===== config.mk =====
export PLATFORM = sky130hd
export DESIGN_NAME = smtp_body_dot_stuffer
export DESIGN_NICKNAME = d
export VERILOG_FILES = /design/src/design/sds_pkg.sv /design/src/design/sds_front.sv /design/src/design/sds_job_fifo.sv /design/src/design/sds_back.sv /design/src/design/smtp_body_dot_stuffer.sv
export SDC_FILE = /design/constraint.sdc
export NUM_CORES = 1
export LEC_CHECK = 0
export BUFFER_PORTS_ARGS = -buffer_cell sky130_fd_sc_hd__buf_2
export CAP_MARGIN = 20
export CELL_PAD_IN_SITES_DETAIL_PLACEMENT = 1
export CELL_PAD_IN_SITES_GLOBAL_PLACEMENT = 2
export CORE_ASPECT_RATIO = 1.25
export CORE_MARGIN = 4
export CORE_UTILIZATION = 31
export CTS_CLUSTER_SIZE = 20
export DETAILED_ROUTE_END_ITERATION = 8
export GPL_ROUTABILITY_DRIVEN = 1
export GPL_TIMING_DRIVEN = 1
export HOLD_SLACK_MARGIN = 0.1
export PLACE_DENSITY = 0.68
export SLEW_MARGIN = 5
export SYNTH_ARGS = -nofsm -noshare
export SYNTH_HDL_FRONTEND = slang
export SYNTH_SLANG_ARGS = --single-unit

===== constraint.sdc =====
create_clock -name clk -period 4 [get_ports clk]
set_input_delay 0.8 -clock clk [delete_from_list [all_inputs] [get_ports clk]]
set_output_delay 0.8 -clock clk [all_outputs]
set_load 0.005 [all_outputs]

===== src/design/sds_pkg.sv =====
// ----------------------------------------------------------------------------
// sds_pkg
// Types and constants of the SMTP body dot stuffer.
// ----------------------------------------------------------------------------
`default_nettype none

package sds_pkg;

  localparam int JOB_BYTES = 5;
  localparam int CNT_W     = 3;
  localparam int JOB_DEPTH = 4;
  localparam int JOB_AW    = 2;
  localparam int JOB_CNT_W = JOB_AW + 1;

  localparam logic [7:0] CH_DOT = 8'h2E;
  localparam logic [7:0] CH_CR  = 8'h0D;
  localparam logic [7:0] CH_LF  = 8'h0A;

  localparam logic REQ_DATA = 1'b0;
  localparam logic REQ_EOM  = 1'b1;

  typedef struct packed {
    logic [CNT_W-1:0]               cnt;
    logic [JOB_BYTES-1:0][7:0]      bytes;
  } job_t;

endpackage

`default_nettype wire


===== src/design/sds_front.sv =====
// ----------------------------------------------------------------------------
// sds_front
// Classifies each input item against the line state and builds the byte job.
// ----------------------------------------------------------------------------
`default_nettype none

module sds_front import sds_pkg::*; (
  input  logic       clk,
  input  logic       rst_n,
  input  logic       accept,
  input  logic       req_type,
  input  logic [7:0] in_byte,
  output logic       job_push,
  output job_t       job
);

  logic ls_r, ls_nxt;
  logic crh_r, crh_nxt;

  always_comb begin
    job     = '0;
    ls_nxt  = ls_r;
    crh_nxt = crh_r;
    if (req_type == REQ_EOM) begin
      if (crh_r || !ls_r) begin
        job.cnt      = CNT_W'(5);
        job.bytes[0] = CH_CR;
        job.bytes[1] = CH_LF;
        job.bytes[2] = CH_DOT;
        job.bytes[3] = CH_CR;
        job.bytes[4] = CH_LF;
      end else begin
        job.cnt      = CNT_W'(3);
        job.bytes[0] = CH_DOT;
        job.bytes[1] = CH_CR;
        job.bytes[2] = CH_LF;
      end
      ls_nxt  = 1'b1;
      crh_nxt = 1'b0;
    end else if (crh_r) begin
      job.bytes[0] = CH_CR;
      if (in_byte == CH_LF) begin
        job.cnt      = CNT_W'(2);
        job.bytes[1] = CH_LF;
        ls_nxt       = 1'b1;
        crh_nxt      = 1'b0;
      end else if (in_byte == CH_CR) begin
        job.cnt = CNT_W'(1);
        ls_nxt  = 1'b0;
        crh_nxt = 1'b1;
      end else begin
        job.cnt      = CNT_W'(2);
        job.bytes[1] = in_byte;
        ls_nxt       = 1'b0;
        crh_nxt      = 1'b0;
      end
    end else begin
      if (in_byte == CH_LF) begin
        job.cnt      = CNT_W'(2);
        job.bytes[0] = CH_CR;
        job.bytes[1] = CH_LF;
        ls_nxt       = 1'b1;
      end else if (in_byte == CH_CR) begin
        crh_nxt = 1'b1;
      end else if (in_byte == CH_DOT && ls_r) begin
        job.cnt      = CNT_W'(2);
        job.bytes[0] = CH_DOT;
        job.bytes[1] = CH_DOT;
        ls_nxt       = 1'b0;
      end else begin
        job.cnt      = CNT_W'(1);
        job.bytes[0] = in_byte;
        ls_nxt       = 1'b0;
      end
    end
  end

  assign job_push = accept && (job.cnt != '0);

  always_ff @(posedge clk) begin
    if (!rst_n) begin
      ls_r  <= 1'b1;
      crh_r <= 1'b0;
    end else if (accept) begin
      ls_r  <= ls_nxt;
      crh_r <= crh_nxt;
    end
  end

endmodule

`default_nettype wire


===== src/design/sds_job_fifo.sv =====
// ----------------------------------------------------------------------------
// sds_job_fifo
// Short queue of byte jobs between the classifier and the serializer.
// ----------------------------------------------------------------------------
`default_nettype none

module sds_job_fifo import sds_pkg::*; (
  input  logic clk,
  input  logic rst_n,
  input  logic push,
  input  job_t wr_job,
  input  logic pop,
  output job_t rd_job,
  output logic empty,
  output logic full
);

  job_t                 mem_r [JOB_DEPTH];
  logic [JOB_AW-1:0]    wr_ptr_r;
  logic [JOB_AW-1:0]    rd_ptr_r;
  logic [JOB_CNT_W-1:0] cnt_r;
  logic                 do_push;
  logic                 do_pop;

  assign empty   = (cnt_r == '0);
  assign full    = (cnt_r == JOB_CNT_W'(JOB_DEPTH));
  assign do_push = push && !full;
  assign do_pop  = pop && !empty;
  assign rd_job  = mem_r[rd_ptr_r];

  always_ff @(posedge clk) begin
    if (do_push) begin
      mem_r[wr_ptr_r] <= wr_job;
    end
  end

  always_ff @(posedge clk) begin
    if (!rst_n) begin
      wr_ptr_r <= '0;
      rd_ptr_r <= '0;
      cnt_r    <= '0;
    end else begin
      if (do_push) begin
        wr_ptr_r <= wr_ptr_r + 1'b1;
      end
      if (do_pop) begin
        rd_ptr_r <= rd_ptr_r + 1'b1;
      end
      if (do_push && !do_pop) begin
        cnt_r <= cnt_r + 1'b1;
      end else if (do_pop && !do_push) begin
        cnt_r <= cnt_r - 1'b1;
      end
    end
  end

endmodule

`default_nettype wire


===== src/design/sds_back.sv =====
// ----------------------------------------------------------------------------
// sds_back
// Shifts job bytes out one per cycle, while the output is popped or empty, into the result output register.
// ----------------------------------------------------------------------------
`default_nettype none

module sds_back import sds_pkg::*; (
  input  logic       clk,
  input  logic       rst_n,
  input  logic       fifo_empty,
  input  job_t       fifo_job,
  output logic       fifo_pop,
  input  logic       pop,
  output logic       empty,
  output logic [7:0] out_byte,
  output logic       out_last_of_run
);

  logic [JOB_BYTES-1:0][7:0] bytes_r, bytes_nxt;
  logic [CNT_W-1:0]          rem_r, rem_nxt;
  logic                      ov_r, ov_nxt;
  logic [7:0]                ob_r, ob_nxt;
  logic                      ol_r, ol_nxt;
  logic                      adv;
  logic                      load_ok;

  assign adv     = !ov_r || pop;
  assign load_ok = (rem_r == '0) || (adv && rem_r == CNT_W'(1));

  always_comb begin
    bytes_nxt = bytes_r;
    rem_nxt   = rem_r;
    ov_nxt    = ov_r;
    ob_nxt    = ob_r;
    ol_nxt    = ol_r;
    fifo_pop  = 1'b0;
    if (adv) begin
      if (rem_r != '0) begin
        ov_nxt    = 1'b1;
        ob_nxt    = bytes_r[0];
        ol_nxt    = (rem_r == CNT_W'(1));
        bytes_nxt = bytes_r >> 8;
        rem_nxt   = rem_r - 1'b1;
      end else begin
        ov_nxt = 1'b0;
      end
    end
    if (load_ok && !fifo_empty) begin
      fifo_pop  = 1'b1;
      bytes_nxt = fifo_job.bytes;
      rem_nxt   = fifo_job.cnt;
    end
  end

  always_ff @(posedge clk) begin
    if (!rst_n) begin
      rem_r <= '0;
      ov_r  <= 1'b0;
    end else begin
      rem_r <= rem_nxt;
      ov_r  <= ov_nxt;
    end
  end

  always_ff @(posedge clk) begin
    bytes_r <= bytes_nxt;
    ob_r    <= ob_nxt;
    ol_r    <= ol_nxt;
  end

  assign empty           = !ov_r;
  assign out_byte        = ob_r;
  assign out_last_of_run = ol_r;

endmodule

`default_nettype wire


===== src/design/smtp_body_dot_stuffer.sv =====
// ----------------------------------------------------------------------------
// smtp_body_dot_stuffer
// SMTP DATA body encoder: CRLF normalization, dot-stuffing, terminator.
// ----------------------------------------------------------------------------
// An item is taken every cycle while full is low; full rises only when the
// four-entry job queue is full. Each item yields zero to five result bytes
// (a data byte mostly one, a doubled dot or line end two, end of message
// three or five), and the serializer sends one byte per clock while the
// receiver pops, so the sustained rate is set by the output side. The first
// byte of an item passes through the job queue, the serializer's shift
// register and the result output register before it can be popped.
`default_nettype none

module smtp_body_dot_stuffer import sds_pkg::*; (
  input  logic       clk,
  input  logic       rst_n,
  input  logic       push,
  output logic       full,
  input  logic       in_req_type,
  input  logic [7:0] in_byte,
  output logic       empty,
  input  logic       pop,
  output logic [7:0] out_byte,
  output logic       out_last_of_run
);

  logic accept;
  logic job_push;
  job_t job;
  logic fifo_pop;
  logic fifo_empty;
  job_t fifo_job;

  assign accept = push && !full;

  sds_front u_front (
    .clk      (clk),
    .rst_n    (rst_n),
    .accept   (accept),
    .req_type (in_req_type),
    .in_byte  (in_byte),
    .job_push (job_push),
    .job      (job)
  );

  sds_job_fifo u_fifo (
    .clk    (clk),
    .rst_n  (rst_n),
    .push   (job_push),
    .wr_job (job),
    .pop    (fifo_pop),
    .rd_job (fifo_job),
    .empty  (fifo_empty),
    .full   (full)
  );

  sds_back u_back (
    .clk             (clk),
    .rst_n           (rst_n),
    .fifo_empty      (fifo_empty),
    .fifo_job        (fifo_job),
    .fifo_pop        (fifo_pop),
    .pop             (pop),
    .empty           (empty),
    .out_byte        (out_byte),
    .out_last_of_run (out_last_of_run)
  );

endmodule

`default_nettype wire


==> results by stage <==
Global routing:
- The number of global-route vias before repair was 2975.
- For this run, the total global-route usage over all layers was measured as 0.117.
- The total congestion overflow after global routing is 0.
- Entering global routing, the biggest net connects 22 pins.
- The number of antenna violations at the first check in global routing is 0.
- The wire length of the first global-routing pass is 16.9 mm.

Floorplan:
- In this run the standard cell core region covers 16400 um^2.
- The number of top-level pins is 24.
- The die outline area is 19100 um^2.
- For this configuration, the core starts out at a cell density of 0.320.
- In this run the core area contains 52 standard-cell rows.
- The overall die height is 153 um.
- The die is 124 um wide.

Worst setup path:
- The critical path starts at u_back.rem_r[0].
- STA classifies the critical path startpoint as a flip-flop.
- STA puts the critical path data required time at 4.33 ns.
- The worst setup path is of the reg -> reg kind.
- The kind of end point of the critical path is a flip-flop.
- At the worst endpoint, the arrival time is 3.03 ns.
- The worst register-to-register path begins at u_back.rem_r[0].
- Along the worst path, the maximum fanout reaches 15.

Finish:
- The most common library cell in the layout ignoring fill and taps is sky130_fd_sc_hd__edfxtp_1.
- The count of filler cells inserted in the layout is 1660.
- The number of nets at the end of the flow is 368.
- The number of non-filler instances in the completed layout is 575.
- In the final layout, flip-flops and latches occupy 3600 um^2.
- The multi-input combinational cell area is 1520 um^2.
- In the layout the commonest cells are sky130_fd_sc_hd__edfxtp_1 (110), sky130_fd_sc_hd__buf_2 (23), sky130_fd_sc_hd__clkbuf_16 (17), sky130_fd_sc_hd__mux4_2 (15), sky130_fd_sc_hd__dfxtp_1 (15).
- The final standard cell utilization of the core is 0.381.
- The share of layout cells above drive strength 1 is 0.267.
- The post-route cell area is 6250 um^2.
- The number of antenna diodes in the final layout is 0.
- The synthesis-to-layout area growth is 19.2%.

Route:
- In the routed design, unresolved DRC markers number 0.
- The detailed-routing iteration count for the pre-antenna-repair pass is 7.
- The highest metal layer with signal wires is met4.
- In the final routing, the length of wire on met1 measures 4.43 mm.
- Detailed routing placed a total of 5.82 mm of wire on met2.
- The number of vias in the routed layout is 2736.
- The detailed router finished its first iteration with 131 violations.
- In this run the remaining antenna-violating nets after routing total 0.
- In the routed layout, each cell is associated on average with a via count of 4.76.
- The detailed route wirelength on metal3 is 242 um.
- Wires add up to 10.6 mm.
- Dividing the detail-routed wire length by the instance count gives 18.5 um.

Synthesis:
- The most used flip-flop cell after synthesis is sky130_fd_sc_hd__edfxtp_1.
- The number of synthesized flops with an enable pin is 110.
- The async set-or-reset flop fraction in the synthesized netlist is 0.
- Counting flops and latches in the post-synthesis netlist gives 125.
- Summing every instance area after synthesis gives 5240 um^2.
- The average cell area after synthesis is 17.2 um^2.
- The sequential fraction of the synthesis area is 0.687.
- In the synthesized netlist, the number of instances is 305.
- The Yosys step of the flow raised 0 warnings.
- Yosys mapped the design onto 56 distinct sky130hd cell types.
- The net count of the mapped netlist is 327.

Place:
- The placed cell area is 5620 um^2.
- The post-DP HPWL is 7.35 mm.
- After detailed placement, the design holds a cell count of 541.
- The number of input and output port buffers inserted is 23.
- The routability-driven placement congestion ratio is 0.776.

Timing:
- The clock period minus final worst setup slack is 2.70 ns.
- Across all hold checks on the routed design, the worst slack comes to 0.418 ns.
- Setup repair after global routing left no endpoint under its margin.
- The max-slew violation total from the final report was 0.
- Of the available clock period, the critical path in the final layout requires 0.676.
- The number of endpoints failing setup at the final stage is 0.
- In this run the tightest slew margin relative to its limit is 0.391.
- Between clock sinks in the finished design, the worst skew comes to 0.00698 ns.
- The achievable frequency is 0.370 GHz.
- Adding up every negative setup slack in the final design gives 0 ns.
- The total count of hold-check failures in the final report is 0.
- The slew of the pin with the lowest slew margin is 0.913 ns.

CTS:
- The root cell of the clock tree is sky130_fd_sc_hd__clkbuf_16.
- TritonCTS built the clock tree.
- In this run the post-CTS setup repair buffer count came out at 0.
- The H-tree was split into 4 levels.
- The number of buffers created by CTS is 17.
- The clock transition at the register clock pins on the worst setup and hold paths after CTS is 0.06 ns.
- No sink is reached through more buffers than the 2 on the longest clock path.
- Counting every sink on the clock net gives 125.
- The post-cts resize count is 0.
- The clock insertion delay at the later pin of the skew report is 0.41 ns.
- The quantity of hold-fixing buffers added after cts is 0.

Power:
- In this run the static leakage power is 2.23 nW.
- The power per unit of standard cell area is 733 nW/um^2.
- IR analysis of the VDD net gives a maximum drop of 283 uV.

Outcome:
- The run finished with clean final reports.

Worst hold path:
- The startpoint identified for the worst hold timing path is u_back.bytes_r[6].
- The classification of the worst-slack hold path is reg -> reg.

Job:
- The count of maximum capacitance violations is 0.
power breakdown:
part | internal (mW) | leakage [nW] | total [mW] | switching [mW]
Sequential | 1.83 | 1.17 | 1.96 | 0.130
Combinational | 0.547 | 0.780 | 1.17 | 0.623
Clock | 0.892 | 0.273 | 1.45 | 0.559
Total | 3.27 | 2.23 | 4.58 | 1.31
layer usage:
| layer | global-route usage | vias to the layer above |
|---|---|---|
| met3 | 0.0321 | 6 |
| met4 | 0.0454 | 0 |
| met1 | 0.129 | 1413 |
| met2 | 0.212 | 37 |
| li1 | - | 1280 |
| met5 | 0 | - |
flip-flops by register name, summed over array words and instances (netlist names), named ones only:
register and flops:
u_back.out_byte 8, u_back.bytes_r 21, u_fifo.wr_ptr_r 2, u_fifo.rd_ptr_r 2, u_front.ls_r 1, u_fifo.mem_r 80
u_back.rem_r 3, u_back.out_last_of_run 1, u_fifo.cnt_r 3, u_front.crh_r 1, u_back.ov_r 1
stage by stage:
stage	setup slack, ns	power (mW)
6_report	1.30	4.58
5_1_grt	1.13	4.81
4_1_cts	1.29	4.62
3_5_place_dp	0.939	3.15
3_3_place_gp	1.00	3.11
2_1_floorplan	1.30	2.83
kinds of logic (layout without fill, tap and decap cells):
family / count (synthesis) / in the layout / share of synthesized area
AO/OA/AOI/OAI: 39 / 39 / 0.0516
adder cells (fa/ha/maj): 9 / 9 / 0.0229
flip-flops: 125 / 125 / 0.687
buffers and inverters: 20 / 74 / 0.0222
multiplexers: 35 / 35 / 0.126
XOR/XNOR: 4 / 4 / 0.00668
AND/OR/NAND/NOR: 73 / 73 / 0.0838
final cells by class:
class / instances / share of cell area
clock buffers: 20 / 0.0731
clock inverters: 12 / 0.0184
inverters: 11 / 0.00661
multi-input cells: 160 / 0.244
flip-flops and latches: 125 / 0.577
well taps: 216 / 0.0433
repair buffers: 31 / 0.0381
worst paths after layout:
check,endpoint,slack [ns],depth (start not counted)
worst min register to register,u_back.out_byte[6],0.42,0
worst max-delay path,u_fifo.cnt_r[2],1.30,11
worst max register to register,u_fifo.cnt_r[2],1.30,11
worst min-delay path,u_back.out_byte[6],0.42,0
critical path, stage by stage (launching register included):
cell                      delay (ns)
sky130_fd_sc_hd__dfxtp_1        0.37
sky130_fd_sc_hd__inv_1          0.08
sky130_fd_sc_hd__ha_1           0.28
sky130_fd_sc_hd__a21oi_4        0.29
sky130_fd_sc_hd__nor2_8         0.14
sky130_fd_sc_hd__inv_2          0.14
sky130_fd_sc_hd__ha_1           0.20
sky130_fd_sc_hd__inv_1          0.07
sky130_fd_sc_hd__fa_1           0.44
sky130_fd_sc_hd__xor2_1         0.18
sky130_fd_sc_hd__or3_1          0.31
sky130_fd_sc_hd__a21oi_1        0.14
synthesized netlist by cell type, drive strengths merged, types with 2 or more instances:
| library cell | number | area [um^2] |
|---|---|---|
| a21o | 5 | 37.5 |
| a21oi | 11 | 70.1 |
| a31oi | 3 | 18.8 |
| and2 | 11 | 70.1 |
| and3 | 10 | 62.6 |
| buf | 6 | 63.8 |
| clkbuf | 3 | 11.3 |
| dfxtp | 15 | 300 |
| edfxtp | 110 | 3300 |
| ha | 8 | 100 |
| inv | 11 | 41.3 |
| mux2 | 13 | 169 |
| mux2i | 2 | 20.0 |
| mux4 | 20 | 469 |
| nand2 | 13 | 48.8 |
| nand2b | 4 | 32.5 |
| nand3 | 9 | 45.0 |
| nand4 | 2 | 12.5 |
| nor2 | 9 | 50.1 |
| nor2b | 4 | 25.0 |
| nor3 | 2 | 10.0 |
| nor3b | 2 | 15.0 |
| o21ai | 7 | 35.0 |
| o22ai | 2 | 12.5 |
| o31ai | 2 | 15.0 |
| or2 | 2 | 12.5 |
| xnor2 | 2 | 17.5 |
| xor2 | 2 | 17.5 |
Note: power is estimated with default switching activity, not from simulation.
